`src/rtl/core/ipv4rhf_pkg.sv`:
```
// Shared types and constants for the IPv4 receive header filter.
// Depends on nothing; every file of the block refers to it by scoped names.
package ipv4rhf_pkg;

  // Verdict codes
  localparam logic [2:0] VERDICT_CSUM_ERROR   = 3'd0;
  localparam logic [2:0] VERDICT_MALFORMED    = 3'd1;
  localparam logic [2:0] VERDICT_NOT_ADDR     = 3'd2;
  localparam logic [2:0] VERDICT_DELIVER_TCP  = 3'd3;
  localparam logic [2:0] VERDICT_IGNORED      = 3'd4;

  // Configuration register indexes
  localparam logic CFG_OWN_ADDRESS    = 1'b0;
  localparam logic CFG_SUBNET_BCAST   = 1'b1;

  localparam logic [31:0] ALL_ONES_ADDRESS = 32'hFFFF_FFFF;
  localparam logic [7:0]  PROTO_TCP        = 8'd6;

  // Input beat: one header word
  typedef struct packed {
    logic [15:0] header_word;
    logic        first_word;
  } hdr_beat_t;

  // Result beat: one verdict per header
  typedef struct packed {
    logic [2:0]  verdict;
    logic [31:0] source_address;
    logic [15:0] payload_length;
    logic [15:0] check_value;
  } result_beat_t;

  // Address filter settings
  typedef struct packed {
    logic [31:0] own_address;
    logic [31:0] subnet_broadcast;
  } filter_cfg_t;

  // Parsed header, handed from the parser to the verdict stage
  typedef struct packed {
    logic        short_ihl;
    logic [15:0] check;
    logic [15:0] total_length;
    logic [5:0]  hdr_bytes;
    logic [7:0]  protocol;
    logic [31:0] source;
    logic [31:0] destination;
  } hdr_record_t;

endpackage

```
`src/rtl/core/ipv4rhf_parse.sv`:
```
// Front end: walks header words, keeps the ones-complement sum and captures fields.
// Emits one parsed record per header. Depends on ipv4rhf_pkg.
module ipv4rhf_parse (
  input  logic                     clk,
  input  logic                     rst,
  input  logic                     accept,
  input  ipv4rhf_pkg::hdr_beat_t   beat,
  output logic                     rec_push,
  output ipv4rhf_pkg::hdr_record_t rec
);

  // Word positions within the header (word 0 is the first word)
  localparam logic [4:0] WORD_TOTAL_LEN = 5'd1;
  localparam logic [4:0] WORD_PROTOCOL  = 5'd4;
  localparam logic [4:0] WORD_SRC_HI    = 5'd6;
  localparam logic [4:0] WORD_SRC_LO    = 5'd7;
  localparam logic [4:0] WORD_DST_HI    = 5'd8;
  localparam logic [4:0] WORD_DST_LO    = 5'd9;

  // 16-bit ones-complement add with end-around carry
  function automatic logic [15:0] oc_add(input logic [15:0] a, input logic [15:0] b);
    logic [16:0] s;
    begin
      s = {1'b0, a} + {1'b0, b};
      oc_add = s[15:0] + {15'd0, s[16]};
    end
  endfunction

  logic        in_header, in_header_next;
  logic [4:0]  word_index, word_index_next;
  logic [4:0]  header_words, header_words_next;
  logic [15:0] running_sum, running_sum_next;
  logic [15:0] total_length, total_length_next;
  logic [7:0]  protocol_number, protocol_number_next;
  logic [31:0] source_hold, source_hold_next;
  logic [31:0] destination_hold, destination_hold_next;

  logic [15:0] w;
  logic [3:0]  ihl;
  logic [5:0]  last_cmp;

  assign w   = beat.header_word;
  assign ihl = w[11:8];
  // index of this beat plus one, for the last-word test
  assign last_cmp = {1'b0, word_index} + 6'd2;

  // Next-state and record build
  always_comb begin
    in_header_next        = in_header;
    word_index_next       = word_index;
    header_words_next     = header_words;
    running_sum_next      = running_sum;
    total_length_next     = total_length;
    protocol_number_next  = protocol_number;
    source_hold_next      = source_hold;
    destination_hold_next = destination_hold;
    rec_push              = 1'b0;

    if (accept && beat.first_word) begin
      word_index_next = 5'd0;
      if (ihl < 4'd5) begin
        in_header_next    = 1'b0;
        header_words_next = 5'd0;
        running_sum_next  = 16'd0;
        rec_push          = 1'b1;
      end else begin
        in_header_next    = 1'b1;
        header_words_next = {ihl, 1'b0};
        running_sum_next  = w;
      end
    end else if (accept && in_header) begin
      word_index_next  = word_index + 5'd1;
      running_sum_next = oc_add(running_sum, w);
      case (word_index_next)
        WORD_TOTAL_LEN: total_length_next = w;
        WORD_PROTOCOL:  protocol_number_next = w[7:0];
        WORD_SRC_HI:    source_hold_next = {w, source_hold[15:0]};
        WORD_SRC_LO:    source_hold_next = {source_hold[31:16], w};
        WORD_DST_HI:    destination_hold_next = {w, destination_hold[15:0]};
        WORD_DST_LO:    destination_hold_next = {destination_hold[31:16], w};
        default: ;
      endcase
      if (last_cmp >= {1'b0, header_words}) begin
        in_header_next = 1'b0;
        rec_push       = 1'b1;
      end
    end
  end

  // Record takes the values as they stand after this beat
  always_comb begin
    rec.short_ihl    = beat.first_word;
    rec.check        = beat.first_word ? ~w : ~running_sum_next;
    rec.total_length = total_length_next;
    rec.hdr_bytes    = {header_words, 1'b0};
    rec.protocol     = protocol_number_next;
    rec.source       = source_hold_next;
    rec.destination  = destination_hold_next;
  end

  // Control state
  always_ff @(posedge clk) begin
    if (rst) begin
      in_header    <= 1'b0;
      word_index   <= 5'd0;
      header_words <= 5'd0;
      running_sum  <= 16'd0;
    end else begin
      in_header    <= in_header_next;
      word_index   <= word_index_next;
      header_words <= header_words_next;
      running_sum  <= running_sum_next;
    end
  end

  // Captured fields; every one is rewritten before a header completes
  always_ff @(posedge clk) begin
    total_length     <= total_length_next;
    protocol_number  <= protocol_number_next;
    source_hold      <= source_hold_next;
    destination_hold <= destination_hold_next;
  end

endmodule

```
`src/rtl/core/ipv4rhf_queue.sv`:
```
// Short record queue between parser and verdict stage.
// Depends on ipv4rhf_pkg for the record type.
module ipv4rhf_queue #(
  parameter int DEPTH = 4
) (
  input  logic                     clk,
  input  logic                     rst,
  input  logic                     wr_en,
  input  ipv4rhf_pkg::hdr_record_t wr_data,
  input  logic                     rd_en,
  output ipv4rhf_pkg::hdr_record_t rd_data,
  output logic                     full,
  output logic                     empty
);

  localparam int PW = (DEPTH > 1) ? $clog2(DEPTH) : 1;
  localparam int CW = $clog2(DEPTH + 1);

  ipv4rhf_pkg::hdr_record_t mem [DEPTH];
  logic [PW-1:0] wr_ptr, rd_ptr;
  logic [CW-1:0] count;

  assign full    = (count == CW'(DEPTH));
  assign empty   = (count == '0);
  assign rd_data = mem[rd_ptr];

  // Storage write
  always_ff @(posedge clk) begin
    if (wr_en) begin
      mem[wr_ptr] <= wr_data;
    end
  end

  // Pointers and fill count
  always_ff @(posedge clk) begin
    if (rst) begin
      wr_ptr <= '0;
      rd_ptr <= '0;
      count  <= '0;
    end else begin
      if (wr_en) begin
        wr_ptr <= (wr_ptr == PW'(DEPTH - 1)) ? '0 : wr_ptr + PW'(1);
      end
      if (rd_en) begin
        rd_ptr <= (rd_ptr == PW'(DEPTH - 1)) ? '0 : rd_ptr + PW'(1);
      end
      if (wr_en && !rd_en) begin
        count <= count + CW'(1);
      end else if (rd_en && !wr_en) begin
        count <= count - CW'(1);
      end
    end
  end

endmodule

```
`src/rtl/core/ipv4rhf_judge.sv`:
```
// Back end: turns a parsed record into a verdict and holds it in the output register.
// Depends on ipv4rhf_pkg.
module ipv4rhf_judge (
  input  logic                      clk,
  input  logic                      rst,
  input  ipv4rhf_pkg::filter_cfg_t  cfg,
  input  logic                      rec_valid,
  input  ipv4rhf_pkg::hdr_record_t  rec,
  output logic                      rec_take,
  input  logic                      pop,
  output logic                      empty,
  output ipv4rhf_pkg::result_beat_t result
);

  logic                      out_valid;
  ipv4rhf_pkg::result_beat_t res_next;
  logic                      short_total;
  logic                      addressed;

  assign empty    = !out_valid;
  assign rec_take = rec_valid && (!out_valid || pop);

  assign short_total = rec.total_length < {10'd0, rec.hdr_bytes};
  assign addressed   = (rec.destination == cfg.own_address) ||
                       (rec.destination == cfg.subnet_broadcast) ||
                       (rec.destination == ipv4rhf_pkg::ALL_ONES_ADDRESS);

  // Verdict priority: short IHL, checksum, length, address, protocol
  always_comb begin
    res_next.check_value = rec.check;
    if (rec.short_ihl) begin
      res_next.verdict        = ipv4rhf_pkg::VERDICT_MALFORMED;
      res_next.source_address = 32'd0;
      res_next.payload_length = 16'd0;
    end else begin
      res_next.source_address = rec.source;
      res_next.payload_length = short_total ? 16'd0
                                            : rec.total_length - {10'd0, rec.hdr_bytes};
      if (rec.check != 16'd0) begin
        res_next.verdict = ipv4rhf_pkg::VERDICT_CSUM_ERROR;
      end else if (short_total) begin
        res_next.verdict = ipv4rhf_pkg::VERDICT_MALFORMED;
      end else if (!addressed) begin
        res_next.verdict = ipv4rhf_pkg::VERDICT_NOT_ADDR;
      end else if (rec.protocol == ipv4rhf_pkg::PROTO_TCP) begin
        res_next.verdict = ipv4rhf_pkg::VERDICT_DELIVER_TCP;
      end else begin
        res_next.verdict = ipv4rhf_pkg::VERDICT_IGNORED;
      end
    end
  end

  // Output register valid
  always_ff @(posedge clk) begin
    if (rst) begin
      out_valid <= 1'b0;
    end else if (rec_take) begin
      out_valid <= 1'b1;
    end else if (pop) begin
      out_valid <= 1'b0;
    end
  end

  // Output register payload
  always_ff @(posedge clk) begin
    if (rec_take) begin
      result <= res_next;
    end
  end

endmodule

```
`src/rtl/core/ipv4_receive_header_filter.sv`:
```
// Top level of the IPv4 receive header filter: config registers, parser, queue, verdict.
// Depends on ipv4rhf_pkg, ipv4rhf_parse, ipv4rhf_queue and ipv4rhf_judge.
//
//   channel   handshake            beat
//   -------   ------------------   ------------------------------------------
//   header    push / full          hdr: header_word, first_word
//   result    empty / pop          result: verdict, source, payload len, check
//   config    cfg_write            cfg_index, cfg_data (own addr, subnet bcast)
//
// One header word is taken per cycle while full is low. The edge that takes the
// last word of a header writes its record into the queue; the verdict register
// loads it from the queue once the output register is empty or being popped.
// Synchronous active-high reset empties the queue and output register and
// closes any open header. A stalled result side backs up through the record
// queue; full rises only once the queue holds QUEUE_DEPTH pending headers.
module ipv4_receive_header_filter #(
  parameter int QUEUE_DEPTH = 4
) (
  input  logic                      clk,
  input  logic                      rst,
  input  logic                      push,
  output logic                      full,
  input  ipv4rhf_pkg::hdr_beat_t    hdr,
  output logic                      empty,
  input  logic                      pop,
  output ipv4rhf_pkg::result_beat_t result,
  input  logic                      cfg_write,
  input  logic                      cfg_index,
  input  logic [31:0]               cfg_data
);

  ipv4rhf_pkg::filter_cfg_t cfg;
  ipv4rhf_pkg::hdr_record_t rec_in, rec_out;
  logic                     accept;
  logic                     rec_push;
  logic                     rec_take;
  logic                     q_empty;

  assign accept = push && !full;

  // Configuration registers
  always_ff @(posedge clk) begin
    if (rst) begin
      cfg.own_address      <= 32'd0;
      cfg.subnet_broadcast <= 32'hFFFF_FFFF;
    end else if (cfg_write) begin
      case (cfg_index)
        ipv4rhf_pkg::CFG_OWN_ADDRESS:  cfg.own_address      <= cfg_data;
        ipv4rhf_pkg::CFG_SUBNET_BCAST: cfg.subnet_broadcast <= cfg_data;
        default: ;
      endcase
    end
  end

  ipv4rhf_parse u_parse (
    .clk      (clk),
    .rst      (rst),
    .accept   (accept),
    .beat     (hdr),
    .rec_push (rec_push),
    .rec      (rec_in)
  );

  ipv4rhf_queue #(
    .DEPTH (QUEUE_DEPTH)
  ) u_queue (
    .clk     (clk),
    .rst     (rst),
    .wr_en   (rec_push),
    .wr_data (rec_in),
    .rd_en   (rec_take),
    .rd_data (rec_out),
    .full    (full),
    .empty   (q_empty)
  );

  ipv4rhf_judge u_judge (
    .clk       (clk),
    .rst       (rst),
    .cfg       (cfg),
    .rec_valid (!q_empty),
    .rec       (rec_out),
    .rec_take  (rec_take),
    .pop       (pop),
    .empty     (empty),
    .result    (result)
  );

endmodule

```
`config.mk`:
```
export PLATFORM = sky130hd
export DESIGN_NAME = ipv4_receive_header_filter
export DESIGN_NICKNAME = d
export VERILOG_FILES = /design/src/rtl/core/ipv4rhf_pkg.sv /design/src/rtl/core/ipv4rhf_parse.sv /design/src/rtl/core/ipv4rhf_queue.sv /design/src/rtl/core/ipv4rhf_judge.sv /design/src/rtl/core/ipv4_receive_header_filter.sv
export SDC_FILE = /design/constraint.sdc
export NUM_CORES = 1
export LEC_CHECK = 0
export BUFFER_PORTS_ARGS = -buffer_cell sky130_fd_sc_hd__buf_2
export CAP_MARGIN = 20
export CELL_PAD_IN_SITES_DETAIL_PLACEMENT = 0
export CELL_PAD_IN_SITES_GLOBAL_PLACEMENT = 2
export CORE_ASPECT_RATIO = 0.7
export CORE_MARGIN = 3
export CORE_UTILIZATION = 45
export DETAILED_ROUTE_END_ITERATION = 8
export PLACE_DENSITY = 0.79
export REMOVE_ABC_BUFFERS = 1
export SETUP_SLACK_MARGIN = 0.1
export SLEW_MARGIN = 30
export SYNTH_ARGS = -nofsm -noshare
export SYNTH_HDL_FRONTEND = slang
export SYNTH_SLANG_ARGS = --single-unit
```
`constraint.sdc`:
```
create_clock -name clk -period 7.65 [get_ports clk]
set_input_delay 0.3825 -clock clk [delete_from_list [all_inputs] [get_ports clk]]
set_output_delay 0.3825 -clock clk [all_outputs]
set_load 0.005 [all_outputs]
```
==> results of run 1 <==
## report_power, final
group          leakage [nW]  total, mW  switching, mW  internal [mW]
registers              6.49       4.77          0.180           4.59
clock network          1.09       3.34           1.43           1.91
logic                  3.46       2.46           1.40           1.07
total                  11.0       10.6           3.01           7.57
## kinds of logic after synthesis
group                    Yosys count  synth area share
multiplexers                     140           0.09880
flip-flops                       691            0.6914
AND/OR/NAND/NOR                  386           0.07221
adder cells (fa/ha/maj)           41           0.01962
XOR/XNOR                         100           0.03209
buffers and inverters            116           0.01728
AO/OA/AOI/OAI                    255           0.06863
## registers in the layout, indices dropped and copies added (netlist names), named ones only
name                      count
u_parse.destination_hold     32
u_queue.rd_ptr                2
u_parse.source_hold          32
u_parse.protocol_number       8
u_parse.in_header             1
u_parse.header_words          4
u_queue.wr_ptr                2
u_queue.mem                 436
cfg                          64
u_judge.result               67
u_parse.total_length         16
u_judge.out_valid             1
u_queue.count                 3
u_parse.word_index            5
u_parse.running_sum          16
## routing by layer
layer	routed length, microns	GRT usage	part of all wire	vias to the layer above
met5	13	0	0.00020	-
met4	1282	0.05175	0.020	2
met3	3925	0.03981	0.060	80
met2	29350	0.3129	0.45	437
met1	31110	0.3105	0.47	7928
li1	-	-	-	6997
## area by class of cell
class / instances / area, sq um
fill: 4781 / 27890
multi-input combinational: 922 / 7978
timing repair buffer: 166 / 1056
tap: 798 / 998.5
sequential: 691 / 18880
clock inverter: 30 / 329.1
clock buffer: 95 / 1916
inverter: 32 / 120.1
## worst min-delay path by stage
stage                                              start                              to  slack, ps
after global routing                        cfg_data[16]            cfg[48]$_SDFFE_PP0P_         20
after floorplan           u_judge.out_valid$_SDFFE_PP0P_  u_judge.out_valid$_SDFFE_PP0P_        440
after CTS                                   cfg_data[30]            cfg[62]$_SDFFE_PP0P_          5
after global placement              cfg[32]$_SDFFE_PP0P_            cfg[32]$_SDFFE_PP0P_        460
after detailed placement            cfg[43]$_SDFFE_PP0P_            cfg[43]$_SDFFE_PP0P_        460
final                                       cfg_data[30]            cfg[62]$_SDFFE_PP0P_         40
## synthesized netlist by cell type (all sizes together) (3+ instances only)
master / instances
edfxtp: 503
dfxtp: 188
nand2: 119
mux4: 101
xnor2: 82
a22o: 64
nor2: 63
clkbuf: 58
a21oi: 56
nor2b: 47
and3: 44
ha: 38
a211o: 33
inv: 31
o21ai: 31
nand4: 30
buf: 26
mux2: 25
nor3: 18
xor2: 18
nor4: 17
a22oi: 15
mux2i: 14
nand3: 12
and2: 8
a21o: 7
a211oi: 6
a221oi: 6
nand2b: 6
a31oi: 5
o211ai: 5
a222oi: 4
nor4bb: 4
o31a: 4
or2: 4
or3: 4
fa: 3
nor3b: 3
o21a: 3
## metrics by stage
step                      power (mW)  hold WS (ps)
after floorplan                6.559         439.2
after global placement         7.326         455.9
after detailed placement       7.343         461.1
after CTS                      10.70         4.782
after global routing           11.07         20.87
final                          10.57         35.42
## worst max-delay path: stages (launching register included)
cell	delay (ps)
dfxtp_1	380
ha_1	230
fa_1	260
a211oi_2	110
o31a_1	380
a2111oi_1	610
or2_1	220
o21ai_0	90
a21oi_1	180
o21ai_0	100
nand2b_1	90
ha_1	170
ha_1	170
nand2_1	70
nor3_1	360
nand4_1	250
nor3_1	310
nor3b_1	260
xor2_1	120
a221oi_1	430
==> results.py, run 1 <==
metrics = {
    "floorplan": {
        "coreArea_sq_mm": 0.05916,
        "initial_core_util": 0.4613,
        "rows": 74,
        "dieHeight_microns": 212.0,
        "die_w_microns": 300.3,
        "ios": 124,
        "die_area_sq_mm": 0.06369,
    },
    "job": {
        "maxCapViolCount": 0,
    },
    "worst_setup_path": {
        "cp_max_fo": 6,
        "crit_start": "u_parse.running_sum[0]$_SDFF_PP0_",
        "endpoint_kind": "register",
        "reg2reg_to": "u_queue.mem[2][105]$_DFFE_PP_",
        "rr_startpoint": "u_parse.running_sum[0]$_SDFF_PP0_",
        "crit_required_ps": 8010,
        "ff2ff_setup_slack_ps": 2600,
        "crit_type": "reg -> reg",
        "cp-start-kind": "register",
        "r2r_cells": 19,
        "endpoint": "u_queue.mem[2][105]$_DFFE_PP_",
        "cp.arrival_ps": 5410,
    },
    "logic_synthesis": {
        "seq_area_frac_synth": 0.6914,
        "yosys.area.top_type_share": 0.5535,
        "yosys_warnings": 0,
        "syn_area_per_cell_sq_um": 15.78,
        "synth_top_area_cell": "edfxtp_1",
        "ys_ff_latch": 691,
        "netlist_area_sq_mm": 0.02729,
        "synthCells": 1729,
        "synth-edff-count": 503,
        "synth_area_leaders": "edfxtp_1 (55%), dfxtp_1 (14%), mux4_2 (8.3%)",
        "synth-async-reset-ratio": 0,
        "synth_cell_types": 66,
        "synth_flop_cell": "edfxtp_1",
    },
    "routing": {
        "avgRoutedWirePerCell_microns": 24.02,
        "remaining_drc_errors": 0,
        "vias": 15444,
        "viasPerCell": 5.649,
        "drt_iter0_drc": 1449,
        "first_pass_iters": 5,
        "routed_wl_mm": 65.68,
        "drtAntennaViolNets": 0,
    },
    "sta": {
        "tightest_slew_ps": 1002,
        "timing.fmax_mhz": 198.1,
        "worst_slack_ps": 2603,
        "final_max_slew_viol_count": 0,
        "fin_crit_sh": 0.6597,
        "hold_viol": 0,
        "setup-violations-final": 0,
        "rsz0062_at_grt": "no",
        "fin_skew_ps": 25.64,
        "tns_ps": 0,
        "fin_crit_ps": 5047,
        "slew-limit-headroom": 0.3321,
    },
    "layout": {
        "final-instance-count-excl-fill": 2734,
        "final_util": 0.5286,
        "drive_above_1_share": 0.2014,
        "area_delta_synth_final_pct": 14.59,
        "final_common_cell": "edfxtp_1",
        "final_cell_mix": "edfxtp_1 (503), dfxtp_1 (186), buf_2 (122)",
        "antenna_cells": 0,
        "fin_area_sq_mm": 0.03127,
        "final_nets": 1977,
    },
    "grt": {
        "grtUsageTotal": 0.2070,
        "antenna_found_initial": 4,
        "grt-ovfl-total": 0,
        "grt_pass1_wl_mm": 98.07,
        "first_global_vias": 15517,
        "grt_max_degree": 110,
    },
    "power_and_ir_drop": {
        "p_leak_nw": 11.04,
        "power_density_mw_per_mm2": 338.1,
        "peakVddDrop_mv": 0.2743,
    },
    "place": {
        "place_inst": 2586,
        "dpl_cell_area_sq_mm": 0.02880,
        "gp_congestion": 0.8769,
        "dpl_worst_slack_ps": 2332,
        "portBuffers": 123,
        "hpwlAfterDp_mm": 40.07,
    },
    "cts": {
        "cts.path.max_buffers": 3,
        "cts_root_buf": "clkbuf_16",
        "cts_hold_buffers": 23,
        "cts_sinks": 691,
        "cts_resized": 0,
        "clk_pin_slew_ps": 60,
        "tritoncts": "built",
        "cts_made_buffers": 68,
        "cts_max_level": 3,
        "post_cts_buffers": 0,
        "clk_latency_ps": 620,
    },
    "hold_path": {
        "min_path_cells": 3,
        "hp-class": "in -> reg",
    },
    "run_status": {
        "run_status": "completed",
    },
}
(Power assumes the default switching activity.)
==> run 2, diff against run 1 <==
CORE_UTILIZATION = 41   (was 45)
PLACE_DENSITY = 0.76   (was 0.79)
clock period = 4.4 ns   (was 7.65 ns; I/O delays follow)
==> run 2 against run 1 <==
Net effect: sequential cell count stayed put; die area is 9.5% higher; power is 77% higher; critical path type unchanged; largest cell class unchanged.
==> results.py, run 2 (same netlist as run 1, synthesis figures left out) <==
metrics = {
    "floorplan": {
        "coreArea_sq_mm": 0.06529,
        "die_w_microns": 314.4,
        "die_area_sq_mm": 0.06975,
        "initial_core_util": 0.4180,
        "ios": 124,
        "rows": 78,
        "dieHeight_microns": 221.9,
    },
    "layout": {
        "final_nets": 2058,
        "regArea_sq_mm": 0.01888,
        "largestRegisters": "u_queue.mem: 436 flops, u_judge.result: 67 flops, cfg: 64 flops",
        "nFillCells": 5499,
        "final_util": 0.4925,
        "area_delta_synth_final_pct": 17.82,
        "final_cell_mix": "edfxtp_1 (503), dfxtp_1 (185), buf_2 (122)",
        "drive_above_1_share": 0.2333,
        "final_common_cell": "edfxtp_1",
        "multi_input_area_sq_mm": 0.008051,
        "top_register": "u_queue.mem",
        "largest_register_ffs": 436,
        "fin_area_sq_mm": 0.03216,
        "final-instance-count-excl-fill": 2900,
    },
    "sta": {
        "hold_viol": 0,
        "fin_crit_ps": 4146,
        "rsz0062_at_grt": "no",
        "fin_skew_ps": 24.50,
        "setup-violations-final": 0,
        "worst_slack_ps": 253.7,
        "tns_ps": 0,
        "tightest_slew_ps": 909.0,
        "fin_crit_sh": 0.9423,
        "timing.fmax_mhz": 241.2,
        "slew-limit-headroom": 0.3876,
        "hold-worst-slack_ps": 109.2,
        "final_max_slew_viol_count": 0,
    },
    "worst_setup_path": {
        "rr_startpoint": "u_parse.running_sum[0]$_SDFF_PP0_",
        "ff2ff_setup_slack_ps": 250,
        "reg2reg_to": "u_queue.mem[3][104]$_DFFE_PP_",
        "cp_max_fo": 4,
        "cp.arrival_ps": 4620,
        "crit_type": "reg -> reg",
        "r2r_cells": 18,
        "endpoint_kind": "register",
        "crit_required_ps": 4870,
        "cp-start-kind": "register",
    },
    "run_status": {
        "run_status": "completed",
    },
    "grt": {
        "grtUsageTotal": 0.1988,
        "grt_pass1_wl_mm": 102.7,
        "grt_max_degree": 73,
        "antenna_found_initial": 6,
        "grt-ovfl-total": 0,
        "first_global_vias": 15577,
    },
    "power_and_ir_drop": {
        "seqPwrFrac": 0.444,
        "p_leak_nw": 11.46,
        "clockPowerShare": 0.312,
        "peakVddDrop_mv": 0.3591,
        "comb_power_share": 0.244,
        "internal-power_mw": 13.27,
        "power_density_mw_per_mm2": 581.4,
        "power.switching_mw": 5.424,
        "total_power_mw": 18.70,
        "switching_share": 0.2901,
    },
    "routing": {
        "first_pass_iters": 5,
        "drtAntennaViolNets": 0,
        "routed_wl_mm": 69.73,
        "avgRoutedWirePerCell_microns": 24.04,
        "remaining_drc_errors": 0,
        "drt_iter0_drc": 1588,
        "vias": 15979,
        "viasPerCell": 5.510,
    },
    "cts": {
        "cts_sinks": 691,
        "clk_pin_slew_ps": 70,
        "clk_latency_ps": 630,
        "cts_max_level": 3,
        "cts_root_buf": "clkbuf_16",
        "tritoncts": "built",
        "cts.path.max_buffers": 3,
        "cts_made_buffers": 69,
    },
    "place": {
        "gp_congestion": 0.8431,
        "portBuffers": 123,
        "place_inst": 2735,
        "dpl_worst_slack_ps": -327.8,
        "dpl_cell_area_sq_mm": 0.02947,
        "hpwlAfterDp_mm": 45.27,
    },
    "job": {
        "maxCapViolCount": 0,
    },
    "hold_path": {
        "hold_start": "rst",
        "holdPathEnd": "u_queue.wr_ptr[1]$_SDFFE_PP0P_",
        "hp-class": "in -> reg",
        "min_path_cells": 2,
    },
}
run 2: cell count changes in the layout (fill, tap and decap cells not counted), sizes merged:
cell         change
clkbuf           +1
clkinvlp         +1
diode            +1
dlygate4sd3     +10
clkinv           +1
buf             +70
run 2: layer usage:
layer | track usage | routed length (microns) | vias up
li1 | - | - | 7174
met1 | 0.3085 | 33020 | 8156
met2 | 0.2735 | 29090 | 568
met3 | 0.06195 | 6506 | 81
met4 | 0.04029 | 1107 | 0
met5 | 0 | 0 | -
run 2: cell type report:
cell class | instances | share of cell area
clock buffer | 96 | 0.05969
clock inverter | 32 | 0.01043
sequential | 691 | 0.5870
tap | 880 | 0.03424
timing repair buffer | 246 | 0.05440
multi-input combinational | 922 | 0.2504
inverter | 32 | 0.003735
antenna | 1 | 0.00007782
run 2: what timing repair did:
action / 4_1_cts / 5_1_grt
endpoints found under the setup margin: 29 / 38
pin swaps: 0 / 8
buffers inserted: 0 / 3
resized for setup: 6 / 12
hold buffers: 33 / 0
endpoints found under the hold margin: 65 / 0
run 2: worst max path at each step:
stage / cells after the start / slack (ps) / startpoint / to
detailed placement: 20 / -330 / hdr[1] / u_queue.mem[3][105]$_DFFE_PP_
CTS: 20 / 130 / u_parse.running_sum[0]$_SDFF_PP0_ / u_queue.mem[3][107]$_DFFE_PP_
global route: 20 / 70 / u_parse.running_sum[0]$_SDFF_PP0_ / u_queue.mem[3][107]$_DFFE_PP_
global placement: 20 / -140 / hdr[1] / u_queue.mem[0][105]$_DFFE_PP_
finish: 18 / 250 / u_parse.running_sum[0]$_SDFF_PP0_ / u_queue.mem[3][104]$_DFFE_PP_
floorplan: 11 / -2520 / register / u_judge.result[20]$_SDFFCE_PP0P_
run 2: power by group through the flow:
stage / Sequential, mW / Combinational, mW / Clock, mW
floorplan: 8.69 / 2.72 / 0
global placement: 8.43 / 4.54 / 0
detailed placement: 8.45 / 4.59 / 0
CTS: 8.31 / 4.63 / 5.97
global route: 8.37 / 4.97 / 6.22
finish: 8.30 / 4.56 / 5.84
run 2: worst max-delay path, cell delays in order (launching register included):
cell	delay (ps)
dfxtp_2	330
ha_2	180
fa_2	210
a211oi_2	80
o31a_1	370
a2111oi_4	340
or2_1	170
o21ai_1	70
a21oi_1	160
o21ai_0	100
nand2b_1	100
ha_1	170
and3_1	180
nand4_1	150
buf_4	200
nor4_2	240
xnor2_1	120
a222oi_1	530
mux2_2	310
